### src/design/rss_pkg.sv
// Shared types and constants for the rotor substitution stepper.
// No dependencies; rss_map and the top level refer to this package by scoped names.
package rss_pkg;

  localparam int LetterCount = 26;
  localparam int LetterW     = 5;

  typedef logic [LetterW-1:0] letter_t;

  // Entry i holds the wiring target of letter i.
  typedef logic [LetterCount-1:0][LetterW-1:0] wiring_t;

  typedef enum logic [1:0] {
    OpForward  = 2'd0,
    OpBackward = 2'd1,
    OpRotate   = 2'd2
  } op_e;

  typedef enum logic [1:0] {
    CfgWiringLow  = 2'd0,
    CfgWiringMid  = 2'd1,
    CfgWiringHigh = 2'd2,
    CfgNotchMask  = 2'd3
  } cfg_reg_e;

  typedef struct packed {
    letter_t mapped_letter;
    logic    at_notch;
  } rsp_t;

endpackage

### src/design/rss_req_if.sv
// Request channel of the rotor stepper: valid/ready handshake with operation and letter.
// Depends on nothing.
interface rss_req_if;
  logic       valid;
  logic       ready;
  logic [1:0] operation;
  logic [4:0] letter;

  modport source (output valid, output operation, output letter, input ready);
  modport sink (input valid, input operation, input letter, output ready);
endinterface

### src/design/rss_rsp_if.sv
// Response channel of the rotor stepper: valid/ready handshake with mapped letter and notch flag.
// Depends on nothing.
interface rss_rsp_if;
  logic       valid;
  logic       ready;
  logic [4:0] mapped_letter;
  logic       at_notch;

  modport source (output valid, output mapped_letter, output at_notch, input ready);
  modport sink (input valid, input mapped_letter, input at_notch, output ready);
endinterface

### src/design/rss_map.sv
// Letter substitution datapath of one rotor: offset add, wiring select, inverse search.
// Depends on rss_pkg.
module rss_map (
  input  logic [1:0]       op_i,
  input  rss_pkg::letter_t letter_i,
  input  rss_pkg::letter_t offset_i,
  input  rss_pkg::wiring_t wiring_i,
  output rss_pkg::letter_t letter_o
);

  logic [5:0]       sum;
  rss_pkg::letter_t rel;
  rss_pkg::letter_t entry;
  rss_pkg::letter_t fwd;
  rss_pkg::letter_t inv;
  rss_pkg::letter_t pre;
  rss_pkg::letter_t sub;

  assign sum   = {1'b0, letter_i} + {1'b0, offset_i};

  always_comb begin
    if (sum >= 6'(2 * rss_pkg::LetterCount)) begin
      rel = 5'(sum - 6'(2 * rss_pkg::LetterCount));
    end else if (sum >= 6'(rss_pkg::LetterCount)) begin
      rel = 5'(sum - 6'(rss_pkg::LetterCount));
    end else begin
      rel = 5'(sum);
    end
  end

  assign entry = wiring_i[rel];
  assign fwd   = (entry >= 5'(rss_pkg::LetterCount)) ? 5'(entry - 5'(rss_pkg::LetterCount))
                                                     : entry;

  // lowest matching index wins, index 0 when nothing matches
  always_comb begin
    inv = '0;
    for (int j = rss_pkg::LetterCount - 1; j >= 0; j--) begin
      if (wiring_i[j] == rel) begin
        inv = 5'(j);
      end
    end
  end

  assign pre = (op_i == rss_pkg::OpBackward) ? inv : fwd;

  always_comb begin
    if (pre >= offset_i) begin
      sub = pre - offset_i;
    end else begin
      sub = 5'(6'(pre) + 6'(rss_pkg::LetterCount) - 6'(offset_i));
    end
  end

  always_comb begin
    case (op_i)
      rss_pkg::OpForward:  letter_o = sub;
      rss_pkg::OpBackward: letter_o = sub;
      default:             letter_o = letter_i;
    endcase
  end

endmodule

### src/design/rotor_substitution_stepper.sv
// Top level of the rotor substitution stepper: configuration registers, rotor offset, output skid.
// Depends on rss_pkg, rss_req_if, rss_rsp_if and rss_map.

// One request yields one response. The map is combinational from the request port and the rotor
// offset register, so a request is taken every cycle while ready is high. The response goes to the
// result register, or to the skid register while the result register holds an unpopped response.
// The two-entry output stage accepts one more request after the response side stalls; ready drops
// only when both entries hold a response. A rotate request advances the offset at the accepting
// edge, so the next request, even in the following cycle, sees the new offset. Configuration
// writes take effect at the write edge and are to be made while the block is idle.
module rotor_substitution_stepper (
  input  logic        clk_i,
  input  logic        rst_ni,
  input  logic        cfg_we_i,
  input  logic [1:0]  cfg_idx_i,
  input  logic [59:0] cfg_wdata_i,
  rss_req_if.sink     req_i,
  rss_rsp_if.source   rsp_o
);

  logic [59:0]      wiring_low_q;
  logic [59:0]      wiring_mid_q;
  logic [9:0]       wiring_high_q;
  logic [25:0]      notch_mask_q;
  rss_pkg::wiring_t wiring;

  rss_pkg::letter_t offset_q;
  rss_pkg::letter_t offset_d;
  rss_pkg::letter_t mapped;

  logic             accept;
  logic             pop;
  rss_pkg::rsp_t    rsp_new;
  rss_pkg::rsp_t    out_q;
  rss_pkg::rsp_t    skid_q;
  logic             out_valid_q;
  logic             skid_valid_q;

  assign wiring = {wiring_high_q, wiring_mid_q, wiring_low_q};

  always_ff @(posedge clk_i or negedge rst_ni) begin
    if (!rst_ni) begin
      wiring_low_q  <= '0;
      wiring_mid_q  <= '0;
      wiring_high_q <= '0;
      notch_mask_q  <= '0;
    end else if (cfg_we_i) begin
      unique case (rss_pkg::cfg_reg_e'(cfg_idx_i))
        rss_pkg::CfgWiringLow:  wiring_low_q  <= cfg_wdata_i;
        rss_pkg::CfgWiringMid:  wiring_mid_q  <= cfg_wdata_i;
        rss_pkg::CfgWiringHigh: wiring_high_q <= cfg_wdata_i[9:0];
        rss_pkg::CfgNotchMask:  notch_mask_q  <= cfg_wdata_i[25:0];
        default: ;
      endcase
    end
  end

  rss_map u_map (
    .op_i     (req_i.operation),
    .letter_i (req_i.letter),
    .offset_i (offset_q),
    .wiring_i (wiring),
    .letter_o (mapped)
  );

  assign accept = req_i.valid && req_i.ready;
  assign pop    = out_valid_q && rsp_o.ready;

  always_comb begin
    offset_d = offset_q;
    if (req_i.operation == rss_pkg::OpRotate) begin
      offset_d = (offset_q == 5'(rss_pkg::LetterCount - 1)) ? '0 : offset_q + 5'd1;
    end
  end

  assign rsp_new.mapped_letter = mapped;
  assign rsp_new.at_notch      = notch_mask_q[offset_d];

  always_ff @(posedge clk_i or negedge rst_ni) begin
    if (!rst_ni) begin
      offset_q <= '0;
    end else if (accept) begin
      offset_q <= offset_d;
    end
  end

  always_ff @(posedge clk_i or negedge rst_ni) begin
    if (!rst_ni) begin
      out_valid_q  <= 1'b0;
      skid_valid_q <= 1'b0;
    end else if (!out_valid_q || pop) begin
      if (skid_valid_q) begin
        out_valid_q  <= 1'b1;
        skid_valid_q <= 1'b0;
      end else begin
        out_valid_q  <= accept;
      end
    end else if (accept) begin
      skid_valid_q <= 1'b1;
    end
  end

  always_ff @(posedge clk_i) begin
    if (!out_valid_q || pop) begin
      if (skid_valid_q) begin
        out_q <= skid_q;
      end else if (accept) begin
        out_q <= rsp_new;
      end
    end else if (accept) begin
      skid_q <= rsp_new;
    end
  end

  assign req_i.ready         = !skid_valid_q;
  assign rsp_o.valid         = out_valid_q;
  assign rsp_o.mapped_letter = out_q.mapped_letter;
  assign rsp_o.at_notch      = out_q.at_notch;

endmodule
### src/flat_wrapper.sv
// flat-port wrapper written by rule: the top's interface ports become plain ports
module rotor_substitution_stepper_flat 
  (clk_i, rst_ni, cfg_we_i, cfg_idx_i, cfg_wdata_i, req_i_valid, req_i_operation, req_i_letter, req_i_ready, rsp_o_valid, rsp_o_mapped_letter, rsp_o_at_notch, rsp_o_ready);
  rss_req_if req_i_i ();
  rss_rsp_if rsp_o_i ();
  input  logic clk_i;
  input  logic rst_ni;
  input  logic cfg_we_i;
  input  logic [1:0] cfg_idx_i;
  input  logic [59:0] cfg_wdata_i;
  input wire logic [$bits(req_i_i.valid)-1:0] req_i_valid;
  input wire logic [$bits(req_i_i.operation)-1:0] req_i_operation;
  input wire logic [$bits(req_i_i.letter)-1:0] req_i_letter;
  output wire logic [$bits(req_i_i.ready)-1:0] req_i_ready;
  output wire logic [$bits(rsp_o_i.valid)-1:0] rsp_o_valid;
  output wire logic [$bits(rsp_o_i.mapped_letter)-1:0] rsp_o_mapped_letter;
  output wire logic [$bits(rsp_o_i.at_notch)-1:0] rsp_o_at_notch;
  input wire logic [$bits(rsp_o_i.ready)-1:0] rsp_o_ready;
  assign req_i_i.valid = req_i_valid;
  assign req_i_i.operation = req_i_operation;
  assign req_i_i.letter = req_i_letter;
  assign req_i_ready = req_i_i.ready;
  assign rsp_o_valid = rsp_o_i.valid;
  assign rsp_o_mapped_letter = rsp_o_i.mapped_letter;
  assign rsp_o_at_notch = rsp_o_i.at_notch;
  assign rsp_o_i.ready = rsp_o_ready;
  rotor_substitution_stepper u_core (.clk_i(clk_i), .rst_ni(rst_ni), .cfg_we_i(cfg_we_i), .cfg_idx_i(cfg_idx_i), .cfg_wdata_i(cfg_wdata_i), .req_i(req_i_i), .rsp_o(rsp_o_i));
endmodule
### config.mk
export PLATFORM = sky130hd
export DESIGN_NAME = rotor_substitution_stepper_flat
export DESIGN_NICKNAME = d
export VERILOG_FILES = /design/src/design/rss_pkg.sv /design/src/design/rss_req_if.sv /design/src/design/rss_rsp_if.sv /design/src/design/rss_map.sv /design/src/design/rotor_substitution_stepper.sv /design/src/flat_wrapper.sv
export SDC_FILE = /design/constraint.sdc
export NUM_CORES = 1
export LEC_CHECK = 0
export BUFFER_PORTS_ARGS = -buffer_cell sky130_fd_sc_hd__buf_2
export CORE_MARGIN = 3
export CORE_UTILIZATION = 55
export CTS_CLUSTER_SIZE = 24
export DETAILED_ROUTE_END_ITERATION = 12
export HOLD_SLACK_MARGIN = 0.02
export PLACE_DENSITY = 0.82
export REMOVE_ABC_BUFFERS = 1
export SYNTH_ARGS = -nofsm -noshare
export SYNTH_HDL_FRONTEND = slang
export SYNTH_SLANG_ARGS = --single-unit
export TNS_END_PERCENT = 20
### constraint.sdc
create_clock -name clk_i -period 6.6 [get_ports clk_i]
set_clock_uncertainty 0.1 [all_clocks]
set_input_delay 0.66 -clock clk_i [delete_from_list [all_inputs] [get_ports clk_i]]
set_output_delay 0.66 -clock clk_i [all_outputs]
set_load 0.02 [all_outputs]
==> impl_metrics.py, run 1 <==
metrics = {
    "status": {
        "status": "finished with violations",
        "violations": "negative setup slack",
    },
    "synthesis": {
        "synth_cell_types": 94,
        "synth_warnings": 0,
        "synth.largest_area_cell": "dfrtp_1",
        "syn_area_um2": 11700,
        "synthCells": 1022,
        "synth_top_family_by_area": "multiplexers",
        "async_flop_share_pct": 93.1,
        "avgSynthCellArea_um2": 11.4,
        "yosys.area_share.adder_pct": 3.36,
        "synth_compound_area_share_pct": 12.2,
        "synth_flop_cell": "dfrtp_1",
        "synth_edf_count": 12,
        "ys_seq_elements": 175,
        "synth_top_area_share_pct": 34.9,
        "yosys.area_share.simple_pct": 9.41,
        "synth_xor_area_share_pct": 10.1,
        "yosys-mux-area-fraction_pct": 23.6,
        "ys_seq_area_share_pct": 38.0,
        "synth.area.top_cells": "dfrtp_1 35%, mux2_2 16%, xnor2_1 6.2%",
    },
    "clock_network": {
        "root_buffer": "clkbuf_16",
        "clock_latency_ns": 0.44,
        "cts.clk_slew.worst_paths_ns": 0.07,
        "cts_tree": "done",
        "numClockSinks": 175,
        "cts_buffers": 17,
        "clockBufferDepth": 2,
        "htree_num_levels": 4,
    },
    "sta": {
        "layout_min_cycle_time_ns": 6.76,
        "setup_violations": 5,
        "setup_tns_ns": -0.725,
        "finalMaxSlewViolations": 0,
        "max_clock_freq_mhz": 148,
        "slew_headroom_pct": 15.6,
        "rsz0062_at_grt": "true",
        "hold_violations": 0,
        "holdWs_ns": 0.158,
        "tightest_slew_ns": 1.26,
        "setup_ws_ns": -0.165,
        "fin_crit_sh_pct": 102,
    },
    "drt": {
        "dr.pass1.iters": 8,
        "via_per_inst": 6.43,
        "via_count": 9914,
        "drt-total-wl_mm": 36.0,
        "post_drt_wl_per_cell_um": 23.4,
        "drc_errors": 0,
        "drt_iter0_drc": 856,
        "ant_nets": 0,
    },
    "setup_path": {
        "worstSetupPathType": "flip-flop to flip-flop",
        "crit_path_top_delay_cell": "a2111oi_4",
        "cp.arrival_ns": 6.86,
        "max_stage_delay_ns": 0.46,
        "critPathMaxFanout": 7,
        "endpoint_kind": "flip-flop",
        "crit_required_ns": 6.69,
        "start_kind": "flip-flop",
        "cpMostUsedCell": "buf_4",
    },
    "cells_and_area": {
        "fin_nets": 1361,
        "layout-drive-gt1-share_pct": 47.8,
        "diodes": 0,
        "syn2layout_area_growth_pct": 27.9,
        "final_cell_mix": "172 x buf_4, 164 x mux2_2, 161 x dfrtp_1",
        "final_core_util_pct": 72.7,
        "final_common_cell": "buf_4",
    },
    "grt": {
        "grt_antenna_before_repair": 2,
        "grtUsageTotal_pct": 31.2,
        "grt_pass1_vias": 9851,
        "grt_pass1_wl_mm": 54.8,
        "grt_max_degree": 88,
        "grt_overflow": 0,
    },
    "die": {
        "die_area_um2": 23000,
        "num_io_pins": 82,
        "num_rows": 52,
        "design.core.area_um2": 20600,
        "fp.dieW_um": 152,
        "initial_utilization_pct": 56.8,
        "die_h_um": 152,
    },
    "placement": {
        "dp_hpwl_mm": 25.9,
        "portBuffers": 81,
        "place.gp.congestion": 1.01,
    },
    "worst_hold_path": {
        "hp-class": "input port to asynchronous set/reset pin",
    },
    "flow_run": {
        "drv_cap": 0,
    },
}
-- layer usage --
metal,up-vias,wire [um],GRT usage (%)
met4,4,1540,13.0
met3,114,3110,7.29
li1,4319,-,-
met2,543,17100,50.2
met1,4934,14300,40.9
met5,-,22,0
-- final timing paths --
kind,startpoint,to,slack [ns],depth (start not counted)
setup reg to reg,u_core.offset_q[0]$_DFFE_PN0P_,u_core.rsp_o.mapped_letter[2]$_DFFE_PP_,-0.16,33
hold / removal,rst_ni,u_core.wiring_mid_q[29]$_DFFE_PN0P_,0.16,1
hold reg to reg,u_core.notch_mask_q[0]$_DFFE_PN0P_,u_core.notch_mask_q[0]$_DFFE_PN0P_,0.41,1
setup / recovery,u_core.offset_q[0]$_DFFE_PN0P_,u_core.rsp_o.mapped_letter[2]$_DFFE_PP_,-0.16,33
min in group clk_i,cfg_wdata_i[48],u_core.wiring_low_q[48]$_DFFE_PN0P_,0.33,3
max in group asynchronous,rst_ni,u_core.offset_q[1]$_DFFE_PN0P_,4.68,2
-- sequential cells by signal, indices dropped and copies added (netlist names), 5 cells and up --
| name | cells |
|---|---|
| u_core.skid_q | 6 |
| u_core.notch_mask_q | 26 |
| u_core.wiring_high_q | 10 |
| u_core.rsp_o.mapped_letter | 5 |
| u_core.wiring_low_q | 60 |
| u_core.offset_q | 5 |
| u_core.wiring_mid_q | 60 |
-- cells by family (layout without fill, tap and decap cells) --
group | Yosys count | count (layout)
buf+inv | 90 | 339
simple gates | 205 | 205
flops | 175 | 175
xor+xnor | 116 | 116
fa+ha+maj | 29 | 29
mux | 217 | 217
compound gates | 190 | 190
-- Yosys cell counts, types with 21 or more instances --
cell type / n
clkbuf_1: 27
mux4_2: 30
xor2_1: 21
ha_1: 25
a21oi_1: 30
nand2_1: 52
o21ai_0: 28
nor2_1: 42
mux2_2: 168
inv_1: 34
xnor2_1: 83
dfrtp_1: 163
-- timing repair --
action / in CTS / in global routing
hold buffers: 0 / 0
pin swaps: 37 / 46
cloned: 2 / 0
hold endpoints to repair: 0 / 0
setup endpoints to repair: 8 / 8
resized for setup: 60 / 63
buffers inserted: 10 / 21
-- cell type report --
| cell class | count | area [um2] |
|---|---|---|
| tap | 270 | 338 |
| inverter | 36 | 135 |
| multi-input combinational | 757 | 7440 |
| timing repair buffer | 271 | 2000 |
| clock inverter | 13 | 144 |
| fill | 1356 | 5610 |
| sequential | 175 | 4440 |
| clock buffer | 19 | 453 |
-- per-stage QoR --
step,worst slack [ns],cells,instance area [um2]
2_1_floorplan,-2.59,968,11400
3_3_place_gp,-0.611,1476,13500
3_5_place_dp,-0.844,1476,13500
4_1_cts,-0.109,1520,14500
5_1_grt,-0.369,1541,15000
6_report,-0.165,1541,15000
-- worst max-delay path: cells and delay by family, from the launching register on --
| family | cells | cell delay (ns) |
|---|---|---|
| buffers and inverters | 6 | 0.98 |
| multiplexers | 2 | 0.55 |
| XOR/XNOR | 1 | 0.22 |
| AND/OR/NAND/NOR | 5 | 0.87 |
| AO/OA/AOI/OAI | 15 | 2.32 |
| adder cells (fa/ha/maj) | 4 | 1.05 |
| flip-flops | 1 | 0.42 |
Power of run 1 is left out: the tool's default activity adds up to more than one toggle a clock period on the data nets, which glitch-free logic cannot reach.
==> run 2: changes to the inputs <==
Settings changed: CELL_PAD_IN_SITES_DETAIL_PLACEMENT set to 0, CELL_PAD_IN_SITES_GLOBAL_PLACEMENT set to 1, CORE_UTILIZATION 55 to 45.
==> impl_metrics.py, run 2 (same netlist as run 1, synthesis figures left out) <==
metrics = {
    "status": {
        "violations": "negative setup slack",
        "status": "finished with violations",
    },
    "clock_network": {
        "cts_buffers": 17,
        "clockBufferDepth": 2,
        "cts_tree": "done",
        "htree_num_levels": 4,
        "numClockSinks": 175,
        "clock_latency_ns": 0.45,
        "root_buffer": "clkbuf_16",
        "cts.clk_slew.worst_paths_ns": 0.08,
    },
    "sta": {
        "tightest_slew_ns": 0.915,
        "max_clock_freq_mhz": 147,
        "hold_violations": 0,
        "layout_min_cycle_time_ns": 6.79,
        "fin_crit_sh_pct": 103,
        "slew_headroom_pct": 39.0,
        "setup_violations": 5,
        "setup_ws_ns": -0.191,
        "rsz0062_at_grt": "true",
        "holdWs_ns": 0.179,
        "finalMaxSlewViolations": 0,
    },
    "worst_hold_path": {
        "hp-class": "input port to asynchronous set/reset pin",
    },
    "drt": {
        "post_drt_wl_per_cell_um": 22.5,
        "drt_iter0_drc": 835,
        "via_count": 9808,
        "drt-total-wl_mm": 36.5,
        "via_per_inst": 6.05,
        "drc_errors": 0,
        "ant_nets": 0,
        "dr.pass1.iters": 7,
    },
    "grt": {
        "grt_pass1_wl_mm": 56.2,
        "grt_pass1_vias": 9929,
        "grt_max_degree": 91,
        "grt_overflow": 0,
        "grtUsageTotal_pct": 25.7,
        "grt_antenna_before_repair": 0,
    },
    "die": {
        "initial_utilization_pct": 46.1,
        "die_h_um": 167,
        "num_rows": 58,
        "num_io_pins": 82,
        "die_area_um2": 27900,
        "design.core.area_um2": 25300,
        "fp.dieW_um": 167,
    },
    "cells_and_area": {
        "final_common_cell": "buf_4",
        "final_cell_area_um2": 15300,
        "fin_nets": 1380,
        "reg_top3": "u_core.wiring_low_q (60), u_core.wiring_mid_q (60), u_core.notch_mask_q (26)",
        "final_cell_mix": "192 x buf_4, 162 x mux2_2, 162 x dfrtp_1",
        "diodes": 0,
        "layout-drive-gt1-share_pct": 50.5,
        "syn2layout_area_growth_pct": 31.3,
    },
    "placement": {
        "place.gp.congestion": 0.945,
        "dp_hpwl_mm": 26.2,
        "portBuffers": 81,
        "dpl_cell_area_um2": 13600,
    },
    "setup_path": {
        "crit_required_ns": 6.71,
        "rrSetupSlack_ns": -0.19,
        "crit_family": "adder cells",
        "reg2regPathDepth": 31,
        "start_kind": "flip-flop",
        "crit_path_top_delay_cell": "fa_2",
        "endpoint_kind": "flip-flop",
        "rr_startpoint": "u_core.offset_q[0]$_DFFE_PN0P_",
        "worst-path-buf-inv": 8,
        "max_stage_delay_ns": 0.55,
        "cp.arrival_ns": 6.90,
        "r2r_end": "u_core.rsp_o.mapped_letter[2]$_DFFE_PP_",
        "worstSetupPathType": "flip-flop to flip-flop",
        "critPathMaxFanout": 4,
    },
    "flow_run": {
        "drv_cap": 0,
    },
}
run 2: cell count changes in the layout (fill, tap and decap cells not counted), moves of 3 or more:
cell      before  now
a21oi_1       23   17
a21oi_2        5    9
buf_4        172  192
buf_8          0    3
clkinv_8       3    6
o31ai_1       11    8
o31ai_2        4    7
run 2: worst max-delay path by stage:
stage / slack (ns) / startpoint / endpoint / cells past startpoint
finish: -0.19 / u_core.offset_q[0]$_DFFE_PN0P_ / u_core.rsp_o.mapped_letter[2]$_DFFE_PP_ / 31
global route: -0.41 / u_core.offset_q[0]$_DFFE_PN0P_ / u_core.rsp_o.mapped_letter[4]$_DFFE_PP_ / 31
CTS: -0.10 / u_core.offset_q[0]$_DFFE_PN0P_ / u_core.rsp_o.mapped_letter[2]$_DFFE_PP_ / 31
detailed placement: -0.75 / req_i_letter[2] / u_core.rsp_o.mapped_letter[4]$_DFFE_PP_ / 28
global placement: -0.55 / req_i_letter[2] / u_core.rsp_o.mapped_letter[4]$_DFFE_PP_ / 33
floorplan: -2.59 / req_i_letter[0] / u_core.rsp_o.mapped_letter[4]$_DFFE_PP_ / 26
run 2: timing repair:
| item | CTS | global route |
|---|---|---|
| resized for setup | 82 | 80 |
| hold buffers | 0 | 0 |
| pin swaps | 47 | 49 |
| setup endpoints to repair | 8 | 8 |
| cloned | 1 | 0 |
| setup buffers | 27 | 13 |
run 2: area by class of cell:
type | count | area [um2]
Clock buffer | 17 | 425
Clock inverter | 15 | 189
Fill cell | 2002 | 9980
Inverter | 36 | 135
Multi-Input combinational cell | 758 | 7650
Sequential cell | 175 | 4440
Tap cell | 330 | 413
Timing Repair Buffer | 289 | 2100
run 2: metrics by stage:
stage | setup TNS [ns] | std cells | setup WS (ns) | util (%)
finish | -0.551 | 1620 | -0.191 | 60.6
floorplan | -20.75 | 968 | -2.59 | -
global placement | -3.20 | 1550 | -0.549 | 53.8
CTS | -0.315 | 1608 | -0.101 | 58.6
global route | -2.12 | 1620 | -0.410 | 60.6
detailed placement | -4.30 | 1550 | -0.746 | 53.8
run 2: per-layer routing:
layer	track usage, %	share of wire (%)	vias up
met3	5.05	6.8	106
li1	-	-	4358
met4	9.32	4.0	0
met5	0	0	-
met2	41.7	48	387
met1	34.5	42	4957
Power of run 2 is left out for the same reason.
==> run 3: changes to the inputs <==
Settings changed: PLACE_DENSITY 0.82 to 0.77.
==> impl_metrics.py, run 3 (same netlist as run 1, synthesis figures left out) <==
metrics = {
    "status": {
        "status": "finished with violations",
        "violations": "negative setup slack",
    },
    "cells_and_area": {
        "layout-drive-gt1-share_pct": 48.2,
        "fin_nets": 1377,
        "reg_top3": "u_core.wiring_low_q (60), u_core.wiring_mid_q (60), u_core.notch_mask_q (26)",
        "final_cell_area_um2": 15100,
        "diodes": 0,
        "final_common_cell": "buf_4",
        "final_cell_mix": "192 x buf_4, 167 x mux2_2, 162 x dfrtp_1",
        "syn2layout_area_growth_pct": 29.1,
    },
    "die": {
        "num_io_pins": 82,
        "num_rows": 58,
        "die_area_um2": 27900,
        "fp.dieW_um": 167,
        "design.core.area_um2": 25300,
        "die_h_um": 167,
        "initial_utilization_pct": 46.1,
    },
    "worst_hold_path": {
        "hp-class": "input port to asynchronous set/reset pin",
    },
    "sta": {
        "setup_ws_ns": -0.189,
        "setup_violations": 4,
        "hold_violations": 0,
        "rsz0062_at_grt": "true",
        "setup_tns_ns": -0.609,
        "fin_crit_sh_pct": 103,
        "layout_min_cycle_time_ns": 6.79,
        "holdWs_ns": 0.165,
        "tightest_slew_ns": 0.985,
        "max_clock_freq_mhz": 147,
        "slew_headroom_pct": 34.4,
        "finalMaxSlewViolations": 0,
    },
    "clock_network": {
        "clockBufferDepth": 2,
        "cts_tree": "done",
        "cts.clk_slew.worst_paths_ns": 0.08,
        "htree_num_levels": 4,
        "cts_hold_buf": 0,
        "numClockSinks": 175,
        "clock_latency_ns": 0.45,
        "root_buffer": "clkbuf_16",
        "cts_buffers": 17,
    },
    "drt": {
        "drc_errors": 0,
        "met3WireLength_mm": 1.93,
        "wl_met1_mm": 16.0,
        "routed.top_layer": "met4",
        "post_drt_wl_per_cell_um": 22.0,
        "dr.pass1.iters": 5,
        "drt-total-wl_mm": 35.6,
        "via_per_inst": 5.86,
        "wl_met2_mm": 16.6,
        "ant_nets": 0,
        "via_count": 9475,
        "drt_iter0_drc": 827,
    },
    "placement": {
        "place.gp.congestion": 0.946,
        "portBuffers": 81,
        "dp_hpwl_mm": 26.6,
        "preCtsSetupSlack_ns": -0.908,
        "dpl_cell_area_um2": 13700,
    },
    "setup_path": {
        "crit_path_top_delay_cell": "dfrtp_1",
        "crit_required_ns": 6.71,
        "start_kind": "flip-flop",
        "worstSetupPathType": "flip-flop to flip-flop",
        "rr_startpoint": "u_core.offset_q[0]$_DFFE_PN0P_",
        "endpoint_kind": "flip-flop",
        "cp-startpoint": "u_core.offset_q[0]$_DFFE_PN0P_",
        "cpMostUsedCell": "buf_4",
        "critPathMaxFanout": 6,
        "cp.arrival_ns": 6.89,
        "reg2regPathDepth": 33,
        "max_stage_delay_ns": 0.42,
    },
    "grt": {
        "grt_max_degree": 85,
        "grt_pass1_wl_mm": 55.5,
        "grt_overflow": 0,
        "grt_antenna_before_repair": 0,
        "grt_pass1_vias": 9530,
        "grtUsageTotal_pct": 25.4,
    },
    "flow_run": {
        "drv_cap": 0,
    },
}
run 3: layout make-up:
cell class | instances | area (um2)
Clock buffer | 17 | 425
Inverter | 36 | 135
Clock inverter | 15 | 194
Tap cell | 330 | 413
Multi-Input combinational cell | 757 | 7390
Sequential cell | 175 | 4440
Timing Repair Buffer | 287 | 2090
Fill cell | 2121 | 10200
run 3: what timing repair did:
item	4_1_cts	5_1_grt
endpoints found under the setup margin	8	8
gates resized for setup	68	38
setup buffers	21	8
pin swaps	35	28
gates cloned	0	1
run 3: critical path: cells and delay by family, from the launching register on:
family | cells | cell delay (ns)
adder cells (fa/ha/maj) | 4 | 0.95
multiplexers | 2 | 0.54
AO/OA/AOI/OAI | 10 | 1.95
flip-flops | 1 | 0.42
XOR/XNOR | 1 | 0.25
AND/OR/NAND/NOR | 9 | 1.27
buffers and inverters | 7 | 1.07
run 3: routing by layer:
metal  track usage [%]  vias up
li1                  -     4333
met1              36.5     4777
met2              40.2      315
met3              3.28       50
met4              8.18        0
met5                 0        -
run 3: worst paths after layout:
kind | end | slack [ns]
setup reg to reg | u_core.rsp_o.mapped_letter[2]$_DFFE_PP_ | -0.19
min in group clk_i | u_core.wiring_mid_q[33]$_DFFE_PN0P_ | 0.35
hold reg to reg | u_core.notch_mask_q[8]$_DFFE_PN0P_ | 0.40
setup / recovery | u_core.rsp_o.mapped_letter[2]$_DFFE_PP_ | -0.19
hold / removal | u_core.wiring_low_q[52]$_DFFE_PN0P_ | 0.17
max in group asynchronous | u_core.offset_q[2]$_DFFE_PN0P_ | 4.69
run 3: per-stage QoR:
stage | cells | utilization [%]
3_3_place_gp | 1556 | 54.0
4_1_cts | 1608 | 58.5
6_report | 1617 | 59.6
2_1_floorplan | 968 | -
3_5_place_dp | 1556 | 54.0
5_1_grt | 1617 | 59.6
Power of run 3 is left out for the same reason.
